File: config.mk
export PLATFORM = sky130hd
export DESIGN_NAME = fbt_queue
export DESIGN_NICKNAME = d
export VERILOG_FILES = /design/src/fbt_pkg.sv /design/src/fbt_queue.sv
export SDC_FILE = /design/constraint.sdc
export NUM_CORES = 1
export LEC_CHECK = 0
export ABC_AREA = 0
export BUFFER_PORTS_ARGS = -buffer_cell sky130_fd_sc_hd__buf_4
export CORE_MARGIN = 3
export CORE_UTILIZATION = 45
export DETAILED_ROUTE_END_ITERATION = 12
export PLACE_DENSITY = 0.68
export SKIP_LAST_GASP = 1
export SLEW_MARGIN = 10
export SYNTH_ARGS = -nofsm -noshare
export SYNTH_HDL_FRONTEND = slang
export SYNTH_SLANG_ARGS = --single-unit
File: constraint.sdc
create_clock -name clk -period 1.5 [get_ports clk]
set_clock_uncertainty 0.15 [all_clocks]
set_input_delay 0.15 -clock clk [delete_from_list [all_inputs] [get_ports clk]]
set_output_delay 0.15 -clock clk [all_outputs]
set_load 0.05 [all_outputs]
File: src/fbt_pkg.sv
// Shared types, constants and helpers of the flow table.
`timescale 1ns / 1ps
package fbt_pkg;

  localparam int BUCKETS_DEF = 256;
  localparam int WAYS_DEF = 4;
  localparam int MAX_RESULTS = 4;
  localparam int CNT_W = $clog2(MAX_RESULTS + 1);
  localparam int QUEUE_DEPTH = 2;
  localparam int DIV_BITS = 8;
  localparam int DIV_CYCLES = 32 / DIV_BITS;

  localparam logic [8:0] BUCKET_COUNT_RST = 9'd256;
  localparam logic [31:0] FLOW_TIMEOUT_RST = 32'd60;

  localparam logic REG_BUCKET_COUNT = 1'b0;
  localparam logic REG_FLOW_TIMEOUT = 1'b1;

  localparam logic [2:0] ST_UPDATED = 3'd0;
  localparam logic [2:0] ST_INSERTED = 3'd1;
  localparam logic [2:0] ST_DROPPED = 3'd2;
  localparam logic [2:0] ST_EXPIRED = 3'd3;
  localparam logic [2:0] ST_NONE = 3'd4;

  localparam logic CMD_PACKET = 1'b0;
  localparam logic CMD_SWEEP = 1'b1;

  typedef struct packed {
    logic        command;
    logic [31:0] flow_key;
    logic [7:0]  ip_protocol;
    logic [31:0] source_address;
    logic [31:0] dest_address;
    logic [15:0] source_port;
    logic [15:0] dest_port;
    logic [31:0] byte_count;
    logic [31:0] time_now;
    logic [7:0]  sweep_bucket;
  } fbt_in_t;

  typedef struct packed {
    logic [2:0]  status;
    logic [7:0]  rec_protocol;
    logic [31:0] rec_source_address;
    logic [31:0] rec_dest_address;
    logic [15:0] rec_source_port;
    logic [15:0] rec_dest_port;
    logic [31:0] rec_packets;
    logic [31:0] rec_bytes;
    logic        last_result;
  } fbt_out_t;

  typedef struct packed {
    logic [7:0]  protocol;
    logic [31:0] src_addr;
    logic [31:0] dst_addr;
    logic [15:0] src_port;
    logic [15:0] dst_port;
    logic [31:0] packets;
    logic [31:0] bytes;
    logic [31:0] first_time;
    logic [31:0] last_time;
  } fbt_entry_t;

  typedef enum logic [1:0] {
    F_IDLE,
    F_DIV,
    F_PUSH
  } front_state_t;

  typedef enum logic [1:0] {
    B_IDLE,
    B_RD,
    B_EVAL,
    B_FIN
  } back_state_t;

  function automatic fbt_out_t make_result(logic [2:0] st, fbt_entry_t e, logic has,
                                           logic last);
    fbt_out_t r;
    r.status = st;
    r.rec_protocol = has ? e.protocol : 8'd0;
    r.rec_source_address = has ? e.src_addr : 32'd0;
    r.rec_dest_address = has ? e.dst_addr : 32'd0;
    r.rec_source_port = has ? e.src_port : 16'd0;
    r.rec_dest_port = has ? e.dst_port : 16'd0;
    r.rec_packets = has ? e.packets : 32'd0;
    r.rec_bytes = has ? e.bytes : 32'd0;
    r.last_result = last;
    return r;
  endfunction

endpackage

File: src/fbt_queue.sv
// Short first-in first-out queue between the front and back ends.
`timescale 1ns / 1ps
module fbt_queue import fbt_pkg::*; #(
  parameter int WIDTH = 8,
  parameter int DEPTH = QUEUE_DEPTH
) (
  input  logic             clk,
  input  logic             rst,
  input  logic             push,
  input  logic [WIDTH-1:0] push_data,
  output logic             full,
  input  logic             pop,
  output logic             not_empty,
  output logic [WIDTH-1:0] pop_data
);

  localparam int PTR_W = (DEPTH > 1) ? $clog2(DEPTH) : 1;
  localparam int CNT_QW = $clog2(DEPTH + 1);

  logic [WIDTH-1:0] slots [DEPTH];
  logic [PTR_W-1:0] wr_ptr, rd_ptr;
  logic [CNT_QW-1:0] count;

  assign full = (count == CNT_QW'(DEPTH));
  assign not_empty = (count != '0);
  assign pop_data = slots[rd_ptr];

  always_ff @(posedge clk) begin
    if (rst) begin
      wr_ptr <= '0;
      rd_ptr <= '0;
      count <= '0;
    end else begin
      if (push) begin
        wr_ptr <= (wr_ptr == PTR_W'(DEPTH - 1)) ? '0 : wr_ptr + 1'b1;
      end
      if (pop) begin
        rd_ptr <= (rd_ptr == PTR_W'(DEPTH - 1)) ? '0 : rd_ptr + 1'b1;
      end
      if (push && !pop) begin
        count <= count + 1'b1;
      end else if (pop && !push) begin
        count <= count - 1'b1;
      end
    end
  end

  always_ff @(posedge clk) begin
    if (push) begin
      slots[wr_ptr] <= push_data;
    end
  end

endmodule

[Word level (Yosys, flattened, before mapping)]
Memory sizes are Yosys's and may differ from the RTL's. A register that Yosys moved wholly into a read port is not among the register bits.
Cells that the tools add are included.
Word-level totals
  output and inout port bits: 10
  register bits after elaboration: 4
  memory bits (writable): 16
  memories: 1
Cells by class
  mux-type cells: 8
  eq/ne operators: 1
  reduce and logical (&&, ||, !) cells: 6
  add/sub/neg operators: 4
Memory list
  slots: depth 2, bits a word 8, read ports 1, clocked after Yosys merged registers in 1, write ports 1, RTL line fbt_queue.sv:20  | logic [WIDTH-1:0] slots [DEPTH];
Operators by type and width (number)
  2-to-1 mux 1 bit: 6
  2-to-1 mux 2 bit: 2
  nonzero test 2 bit: 2
  adder 1 bit, second input constant: 2
  adder 2 x 1 -> 2 bit, second input constant: 1
  equality test 2 bit, second input constant: 1
  logical AND 1 bit: 2
  logical NOT 1 bit: 2
  subtractor 2 x 1 -> 2 bit, second input constant: 1

[Depth between registers and ports, before layout]
Gate-level depths: netlist of run 1.
  word-level depth: 4
  depth in mapped cells: 5

[Worst setup path after synthesis of run 1]
OpenSTA, ideal clock, no wires.
  path type: reg-to-reg
  start point: register wr_ptr
  end point: memory slots[0][0] (enable)
  arrival: 0.715 ns
  path slack: 0.262 ns
  cell stages (with the launch flop): 2
  cell sequence: dfxtp_1 nor2b_1
RTL lines
  from (decl): RTL line fbt_queue.sv:21  | logic [PTR_W-1:0] wr_ptr, rd_ptr;
  from (signal assigned): RTL line fbt_queue.sv:35  | wr_ptr <= (wr_ptr == PTR_W'(DEPTH - 1)) ? '0 : wr_ptr + 1'b1;
  to (decl): RTL line fbt_queue.sv:20
No word-level cell before the write port.

==> key figures, run 1 <==
Final layout
  • Utilization after layout: 74.05%
  • Nets: 97
  • Diode count: 0
  • Share of layout cells above drive strength 1: 44.58%
  • Layout area overhead: 48.57%
  • Non-filler cells, final: 99

CTS
  • CTS tree: built
  • # clock sinks: 21
  • Clk_lat worst skew: 0.29 ns
  • TritonCTS buffer count: 3
  • H-tree depth: 1
  • Post-CTS setup buffers: 0
  • CTS clk-pin slew, worst paths: 0.11 ns
  • Root buffer cell: clkbuf_4
  • Bufs on Longest Clock Path: 2

Place
  • # placed instances: 84
  • Pre-CTS setup slack: 0.09692 ns
  • Placer's final routability congestion estimate: 0.5866
  • # port buffers: 21
  • DP HPWL: 849.6 um

Die
  • Die area: 2283 um^2
  • Core Footprint: 1577 um^2
  • I/O Pins: 22
  • Chip height: 47.79 um
  • FP Rows: 14
  • Die Wd: 47.79 um
  • Initial core utilization: 49.84%

Timing
  • Clock period minus final worst setup slack: 1.522 ns
  • Fin crit share: 101.5%
  • Worst-margin pin slew: 0.3908 ns
  • Final setup fails: 8
  • Max Clk Rate: 657.0 MHz
  • Hold Vio Cnt, Final: 0
  • RSZ-0062 raised after global routing: true
  • Normalized max-slew margin: 73.95%
  • Final Max Slew Viols: 0
  • Setup TNS: -0.1358 ns
  • Setup slack after layout: -0.02196 ns

Detailed routing
  • Drc violations: 0
  • Total number of vias: 491
  • Routed wire length: 1341 um
  • First drt pass iteration count: 2
  • Vias per cell: 4.960
  • Routed Antenna Nets: 0
  • Wirelength per Cell: 13.55 um
  • Initial DRC count: 8

Setup path
  • WS Path Type: reg2out
  • CP max FO: 8
  • Worst Path Arrival: 1.22 ns
  • CP Launch Type: flip-flop
  • Worst EP required: 1.20 ns
  • Crit. End Element: primary output

Logic synthesis
  • Yosys top cell by area: edfxtp_1
  • Distinct cell type count after synthesis: 16
  • Flops & latches, synth: 21
  • Share of the synthesized area in the top cell type: 61.15%
  • Most numerous cell in the Yosys netlist: edfxtp_1
  • Cell Area, Synth: 785.8 um^2
  • Syn_nets: 60
  • Post-synth EDFFs: 16
  • Ys flop type: edfxtp_1
  • Async S/R FF share, synth: 0%
  • Top cells by area, synth: edfxtp_1, dfxtp_1, mux2_2
  • YS warnings: 0
  • Mapped Cells: 47
  • Synthesized area per cell: 16.72 um^2
  • Top cells by count, synth: edfxtp_1, mux2_2, dfxtp_1
  • Sequential-to-total area share from yosys stat: 73.89%

Global route
  • Met2 GRT Util: 25.07%
  • Largest net degree at the start of global routing: 13
  • Met1 GRT Util: 14.25%
  • Grt ovf: 0
  • Number of global-route vias before repair: 473
  • GRT Total Usage: 13.70%
  • Initial antenna violation count: 0
  • Global route hottest layer: met2
  • First-pass GRT wire length: 2083 um
  • Grt met3 use: 3.759%

Pwr
  • Leakage: 0.4877 nW
  • Worst vdd rail ir drop: 718.5 uV
  • PwrDens: 1120 nW/um^2

Hold path
  • Hold WC Path Type: in2reg

Status
  • Status: finished, violations left
  • Failing checks: negative setup slack

Run
  • Maxcap violations: 0
metrics by stage:
stage               hold WS [ns]  area, um^2   power, W
floorplan                0.06907       785.8  0.0009076
CTS                       0.1441        1167   0.001318
global placement          0.1860       965.9  0.0009989
finish                    0.1495        1167   0.001307
detailed placement        0.1883       965.9   0.001003
global route              0.1817        1167   0.001369
logic make-up after synthesis:
group                      count (synthesis)  synth area share, %
AOI/OAI and AO/OA                          2                1.273
xor gates and xnor gates                   4                4.459
adders and majority gates                  1                1.592
buffers and inverters                      2                1.114
DFF                                       21                73.89
muxes                                      8                11.47
and+or+nand+nor                            9                6.212
sequential cells by signal, summed over array words and instances, names as in the netlist, named ones only:
signal,count
rd_ptr,1
slots,16
count,2
wr_ptr,1
final timing paths:
path / startpoint / end / slack (ns) / depth (start not counted)
setup reg to reg: wr_ptr / slots[1][1] / 0.24 / 1
hold / removal: push / count[0] / 0.15 / 4
hold reg to reg: count[1] / count[1] / 0.36 / 2
setup / recovery: flip-flop / pop_data[1] / -0.02 / 2
routing by layer:
layer | part of all wire (%) | vias up
met5 | 0 | -
li1 | - | 239
met2 | 53 | 12
met3 | 4.6 | 2
met1 | 41 | 238
met4 | 0.89 | 0
power by group:
part	leakage [nW]	switching [W]	total (W)	internal (W)
logic	0.278	0.000187	0.000348	0.000161
clock network	0.0177	0.000159	0.000258	0.0000990
registers	0.192	0.0000293	0.000701	0.000672
worst max-delay path: stages, from the launching register on:
cell     delay (ns)
dfxtp_4        0.45
mux2_4         0.32
buf_6          0.15
cell usage in the layout, fill, tap and decap left out:
cell           synthesis  final
a21oi_1                1      1
and2_1                 1      1
and2b_2                1      1
buf_4                  0     14
buf_6                  0      8
clkbuf_4               0      3
clkinv_2               0      1
dfxtp_1                5      4
dfxtp_4                0      1
dlygate4sd3_1          0     11
edfxtp_1              16     16
ha_1                   1      1
inv_1                  1      1
mux2_4                 0      8
nor2_1                 4      4
nor2b_1                1      1
o21ai_0                1      1
or2_2                  1      1
or3_1                  1      1
xnor2_1                2      2
xor2_1                 2      2
what timing repair did:
| action | CTS | global route |
|---|---|---|
| hold buffers | 11 | 0 |
| hold endpoints to repair | 21 | 0 |
| resized for setup | 18 | 0 |
| endpoints found under the setup margin | 8 | 8 |
final cells by class:
| cell class | count | area [um^2] |
|---|---|---|
| Fill cell | 109 | 409.1 |
| Inverter | 1 | 3.754 |
| Multi-Input combinational cell | 24 | 226.5 |
| Timing Repair Buffer | 33 | 305.3 |
| Clock inverter | 1 | 5.005 |
| Clock buffer | 3 | 22.52 |
| Sequential cell | 21 | 584.3 |
| Tap cell | 16 | 20.02 |
(Power assumes the default switching activity.)
==> inputs of run 2 (changes only) <==
--- a/config.mk
+++ b/config.mk
@@ -10,6 +10,7 @@
 export CORE_MARGIN = 3
 export CORE_UTILIZATION = 45
 export DETAILED_ROUTE_END_ITERATION = 12
+export HOLD_SLACK_MARGIN = 0.15
 export PLACE_DENSITY = 0.68
 export SKIP_LAST_GASP = 1
 export SLEW_MARGIN = 10
==> constraint.sdc (replaced) <==
create_clock -name clk -period 1.5 [get_ports clk]
set_clock_uncertainty 0.15 [all_clocks]
set_input_delay 0.3 -clock clk [delete_from_list [all_inputs] [get_ports clk]]
set_output_delay 0.3 -clock clk [all_outputs]
set_load 0.05 [all_outputs]
==> run 2 against run 1 <==
Effect of this change: the flow still finishes with violations (negative setup slack); sequential share of layout area shrank 3.4 points; count of clock-buffer cells in the layout grew 1; wire length grew 15%; fmax shrank 10%; critical path depth grew 1; final area grew 7.3%; critical path type unchanged; largest power group unchanged; highest routed layer is now met3.
==> key figures, run 2 (synthesis results as in run 1) <==
Status
  • Status: finished, violations left
  • Failing checks: negative setup slack

Final layout
  • Sequential Area: 584.3 um^2 (unchanged)
  • Biggest register: slots
  • Biggest regs: slots: 16 flops, count: 2 flops
  • Commonest non-fill, non-tap cell in the layout: edfxtp_1
  • Cell area after layout: 1252 um^2 (+7.3%)
  • Utilization after layout: 79.44% (+5.4 points)
  • Max reg flops: 16 (unchanged)
  • Layout area overhead: 59.39%
  • Multi-input gate area: 229.0 um^2 (+1.1%)
  • Most frequent cells in the layout: edfxtp_1, buf_4, dlygate4sd3_1
  • Nets: 101 (+4.1%)
  • Fill cells: 95 (-13%)
  • Share of layout cells above drive strength 1: 48.28% (+3.7 points)
  • Diode count: 0 (unchanged)

Die
  • I/O Pins: 22 (unchanged)
  • Chip height: 47.79 um (unchanged)
  • Initial core utilization: 49.84% (unchanged)
  • Die Wd: 47.79 um (unchanged)
  • Core Footprint: 1577 um^2 (unchanged)
  • FP Rows: 14 (unchanged)
  • Die area: 2283 um^2 (unchanged)

Timing
  • Hold Vio Cnt, Final: 0 (unchanged)
  • Setup TNS: -1.468 ns (-1.333 ns)
  • Hold WS: 0.3112 ns (+0.1617 ns)
  • Fin crit share: 113.3% (+12 points)
  • Max Clk Rate: 588.7 MHz (-10%)
  • Worst-margin pin slew: 0.3993 ns (+0.008544 ns)
  • Final setup fails: 8 (unchanged)
  • RSZ-0062 raised after global routing: true
  • Final Max Slew Viols: 0 (unchanged)
  • Normalized max-slew margin: 73.38% (-0.57 points)
  • Setup slack after layout: -0.1988 ns (-0.1768 ns)
  • Clock period minus final worst setup slack: 1.699 ns (+0.1768 ns)

Detailed routing
  • First drt pass iteration count: 2 (unchanged)
  • Initial DRC count: 2 (-6)
  • Total number of vias: 486 (-1.0%)
  • Wirelength per Cell: 15.02 um (+11%)
  • Routed wire length: 1547 um (+15%)
  • Routed Antenna Nets: 0 (unchanged)
  • Vias per cell: 4.718 (-4.9%)
  • Drc violations: 0 (unchanged)

Pwr
  • Comb pwr share: 31.4% (+4.8 points)
  • Worst vdd rail ir drop: 830.9 uV (+16%)
  • Clk pwr share: 18.5% (-1.2 points)
  • Flop pwr share: 50.1% (-3.5 points)
  • Int Power: 0.0009972 W (+7.0%)
  • Leakage: 0.5235 nW (+7.3%)
  • Switching Share: 28.04% (-0.68 points)
  • PwrDens: 1106 nW/um^2 (-1.2%)
  • Switching power: 0.0003885 W (+3.5%)
  • Total power: 0.001386 W (+6.0%)

Global route
  • Initial antenna violation count: 0 (unchanged)
  • First-pass GRT wire length: 2435 um (+17%)
  • GRT Total Usage: 16.87% (+3.2 points)
  • Grt ovf: 0 (unchanged)
  • Number of global-route vias before repair: 487 (+3.0%)
  • Largest net degree at the start of global routing: 12 (-1)

Place
  • DP HPWL: 865.2 um (+1.8%)
  • # port buffers: 21 (unchanged)
  • Dpl cell area: 985.9 um^2 (+2.1%)
  • Placer's final routability congestion estimate: 0.6067 (+3.4%)

CTS
  • CTS tree: built
  • TritonCTS buffer count: 3 (unchanged)
  • # clock sinks: 21 (unchanged)
  • Clk_lat worst skew: 0.29 ns (about the same)
  • CTS clk-pin slew, worst paths: 0.10 ns (about the same)
  • Bufs on Longest Clock Path: 2 (unchanged)
  • Root buffer cell: clkbuf_4
  • H-tree depth: 1 (unchanged)

Setup path
  • CP Launch Type: flip-flop
  • Crit. End Element: primary output
  • CP max FO: 8 (unchanged)
  • WS Path Type: reg2out
  • Crit-path cells: buf_12, mux2_4, buf_8
  • Crit-path max cell delay: 0.35 ns (-0.10 ns)
  • CP max-delay cell: dfxtp_2
  • Worst EP required: 1.05 ns (-0.15 ns)
  • Worst Path Arrival: 1.25 ns (+0.03 ns)

Hold path
  • Hold WC Path Type: in2reg

Run
  • Maxcap violations: 0 (unchanged)
==> run 2: cell count changes in the layout (fill, tap and decap cells not counted) <==
cell,change
buf_8,+9
buf_6,-7
dfxtp_2,+3
dfxtp_1,-2
buf_12,+1
buf_4,+1
clkbuf_1,+1
clkinv_2,-1
dfxtp_4,-1
or2_2,-1
or2_4,+1
==> run 2: path summary, 6_finish.rpt <==
| kind | from | end | slack (ns) | cells past startpoint |
|---|---|---|---|---|
| worst max-delay path | flip-flop | pop_data[0] | -0.20 | 3 |
| worst max register to register | count[0] | count[1] | 0.09 | 5 |
| worst min-delay path | push | count[0] | 0.31 | 4 |
| worst min register to register | count[1] | count[1] | 0.35 | 2 |
==> run 2: layer usage <==
layer / global-route usage [%] / up-vias / wire length, um
li1: - / 248 / -
met1: 21.45 / 226 / 681
met2: 26.39 / 12 / 805
met3: 4.887 / 0 / 61
met4: 8.065 / 0 / 0
met5: 0 / - / 0
==> run 2: power by group through the flow <==
stage                     logic [W]  clock network (W)  registers (W)
after global placement     0.000309                  0       0.000703
after detailed placement   0.000312                  0       0.000703
after floorplan            0.000211                  0       0.000697
after CTS                  0.000426           0.000264       0.000693
final                      0.000435           0.000256       0.000695
after global routing       0.000460           0.000288       0.000700
==> run 2: critical path, delay by kind of cell (launching register included) <==
| family | cells | cell delay (ns) |
|---|---|---|
| DFF | 1 | 0.35 |
| muxes | 1 | 0.32 |
| buffers and inverters | 2 | 0.28 |
==> run 2: per-stage QoR <==
step	worst slack (ns)	instances
after global placement	0.05323	85
after global routing	-0.2472	103
after floorplan	0.1275	47
after CTS	-0.1989	102
final	-0.1988	103
after detailed placement	0.02476	85
==> run 2: layout make-up <==
class / instances / area share [%]
inverter: 1 / 0.2997
sequential: 21 / 46.65
timing repair buffer: 37 / 31.07
tap: 16 / 1.598
clock buffer: 4 / 2.098
multi-input combinational: 24 / 18.28
==> run 2: what timing repair did <==
item / in CTS / in global routing
resized for setup: 31 / 0
setup buffers: 2 / 1
hold endpoints to repair: 21 / 0
pin swaps: 0 / 1
hold buffers: 11 / 0
setup endpoints to repair: 10 / 10
==> inputs of run 3 (changes only) <==
--- a/config.mk
+++ b/config.mk
@@ -9,9 +9,11 @@
 export BUFFER_PORTS_ARGS = -buffer_cell sky130_fd_sc_hd__buf_4
 export CORE_MARGIN = 3
 export CORE_UTILIZATION = 45
+export CTS_BUF_LIST = sky130_fd_sc_hd__clkbuf_16
 export DETAILED_ROUTE_END_ITERATION = 12
 export HOLD_SLACK_MARGIN = 0.15
 export PLACE_DENSITY = 0.68
+export SKIP_CTS_REPAIR_TIMING = 1
 export SKIP_LAST_GASP = 1
 export SLEW_MARGIN = 10
 export SYNTH_ARGS = -nofsm -noshare
==> run 3 against run 2 <==
Effect of this change: the flow still finishes with violations (negative setup slack); global-route usage fell by 4.8 points; power is 18% higher; worst setup slack better by 0.062 ns; count of clock-buffer cells in the layout down 1; cell count decreased by 4.9%; combinational power down 6.4%; flip-flop and latch count is the same; worst hold slack got worse by 0.15 ns; critical path type unchanged; largest cell class unchanged.
==> key figures, run 3 (synthesis results as in run 1) <==
Status
  • Status: finished, violations left
  • Failing checks: negative setup slack

Setup path
  • CP Launch Type: flip-flop
  • Critical path's top delay family: flip-flops
  • CP max-delay cell: dfxtp_2
  • CP max FO: 8 (unchanged)
  • Crit-path max cell delay: 0.34 ns (about the same)
  • Critical path buffers and inverters: 2 (unchanged)
  • Crit-path cells: buf_12, mux2_4, buf_8
  • Worst Path Arrival: 1.19 ns (-0.06 ns)
  • WS Path Type: reg2out
  • Worst EP required: 1.05 ns (about the same)
  • Crit. End Element: primary output
  • RR Startpoint: wr_ptr

CTS
  • CTS clk-pin slew, worst paths: 0.05 ns (-0.05 ns)
  • TritonCTS buffer count: 3 (unchanged)
  • Root buffer cell: clkbuf_16
  • H-tree depth: 1 (unchanged)
  • # clock sinks: 21 (unchanged)
  • CTS tree: built
  • Bufs on Longest Clock Path: 2 (unchanged)
  • Clk_lat worst skew: 0.25 ns (-0.04 ns)

Pwr
  • Leakage: 0.5260 nW (+0.48%)
  • Total power: 0.001635 W (+18%)
  • PwrDens: 1300 nW/um^2 (+18%)
  • Worst vdd rail ir drop: 866.2 uV (+4.2%)

Final layout
  • Biggest register: slots
  • Fill cells: 89 (-6.3%)
  • Biggest regs: slots: 16 flops, count: 2 flops
  • Commonest non-fill, non-tap cell in the layout: edfxtp_1
  • Sequential Area: 583.1 um^2 (-0.21%)
  • Most frequent cells in the layout: edfxtp_1, buf_4, dlygate4sd3_1, buf_8, mux2_4
  • Diode count: 0 (unchanged)
  • Share of layout cells above drive strength 1: 46.34% (-1.9 points)
  • Max reg flops: 16 (unchanged)
  • Cell area after layout: 1257 um^2 (+0.40%)
  • Utilization after layout: 79.76% (+0.32 points)
  • Layout area overhead: 60.03%
  • Nets: 96 (-5.0%)
  • Multi-input gate area: 229.0 um^2 (unchanged)

Die
  • Core Footprint: 1577 um^2 (unchanged)
  • Initial core utilization: 49.84% (unchanged)
  • Chip height: 47.79 um (unchanged)
  • Die area: 2283 um^2 (unchanged)
  • Die Wd: 47.79 um (unchanged)
  • I/O Pins: 22 (unchanged)
  • FP Rows: 14 (unchanged)

Place
  • Pre-CTS setup slack: 0.02476 ns (unchanged)
  • Dpl cell area: 985.9 um^2 (unchanged)
  • # port buffers: 21 (unchanged)
  • DP HPWL: 865.2 um (unchanged)
  • Placer's final routability congestion estimate: 0.6067 (unchanged)

Detailed routing
  • First drt pass iteration count: 4 (+2)
  • Wirelength per Cell: 15.11 um (+0.62%)
  • Drc violations: 0 (unchanged)
  • Routed Antenna Nets: 0 (unchanged)
  • Vias per cell: 4.929 (+4.5%)
  • Total number of vias: 483 (-0.62%)
  • Initial DRC count: 3 (+1)
  • Routed wire length: 1481 um (-4.3%)

Timing
  • Setup slack after layout: -0.1366 ns (+0.06215 ns)
  • Final setup fails: 8 (unchanged)
  • Final Max Slew Viols: 0 (unchanged)
  • Setup TNS: -1.045 ns (+0.4236 ns)
  • Hold Vio Cnt, Final: 0 (unchanged)
  • Clock period minus final worst setup slack: 1.637 ns (-0.06215 ns)
  • Fin crit share: 109.1% (-4.1 points)
  • Worst-margin pin slew: 0.4067 ns (+0.007400 ns)
  • Max Clk Rate: 611.0 MHz (+3.8%)
  • Normalized max-slew margin: 72.89% (-0.49 points)
  • RSZ-0062 raised after global routing: true

Global route
  • Number of global-route vias before repair: 412 (-15%)
  • First-pass GRT wire length: 1766 um (-27%)
  • GRT Total Usage: 12.05% (-4.8 points)
  • Grt ovf: 0 (unchanged)
  • Largest net degree at the start of global routing: 12 (unchanged)
  • Initial antenna violation count: 0 (unchanged)

Hold path
  • Hold WC Path Type: in2reg
  • Hold_sp: push

Run
  • Maxcap violations: 0 (unchanged)
-- run 3: report_power, final --
group          total [W]  switching (W)  internal, W
clock network   0.000533       0.000179     0.000354
logic           0.000407       0.000207     0.000200
registers       0.000696      0.0000210     0.000675
total            0.00164       0.000407      0.00123
-- run 3: layout make-up --
class,instances,area share (%)
Clock buffer,3,5.970
Clock inverter,1,0.2985
Inverter,1,0.2985
Multi-Input combinational cell,24,18.21
Sequential cell,21,46.37
Tap cell,16,1.592
Timing Repair Buffer,32,27.26
-- run 3: metal layers --
layer	global-route usage, %	vias up	share of wire, %
met5	0	-	0
met4	8.065	0	0.95
met3	4.135	2	4.3
met2	20.32	18	55
met1	12.53	226	40
li1	-	237	-
-- run 3: final timing paths --
check | endpoint | depth (start not counted) | slack [ns]
hold reg to reg | count[1] | 2 | 0.36
hold / removal | wr_ptr | 3 | 0.17
setup / recovery | pop_data[1] | 3 | -0.14
setup reg to reg | slots[1][5] | 1 | 0.26
-- run 3: through the flow --
step / std cells / hold WS, ns
global route: 98 / 0.2004
detailed placement: 85 / 0.3378
CTS: 89 / 0.08080
finish: 98 / 0.1660
global placement: 85 / 0.3309
floorplan: 47 / 0.2191
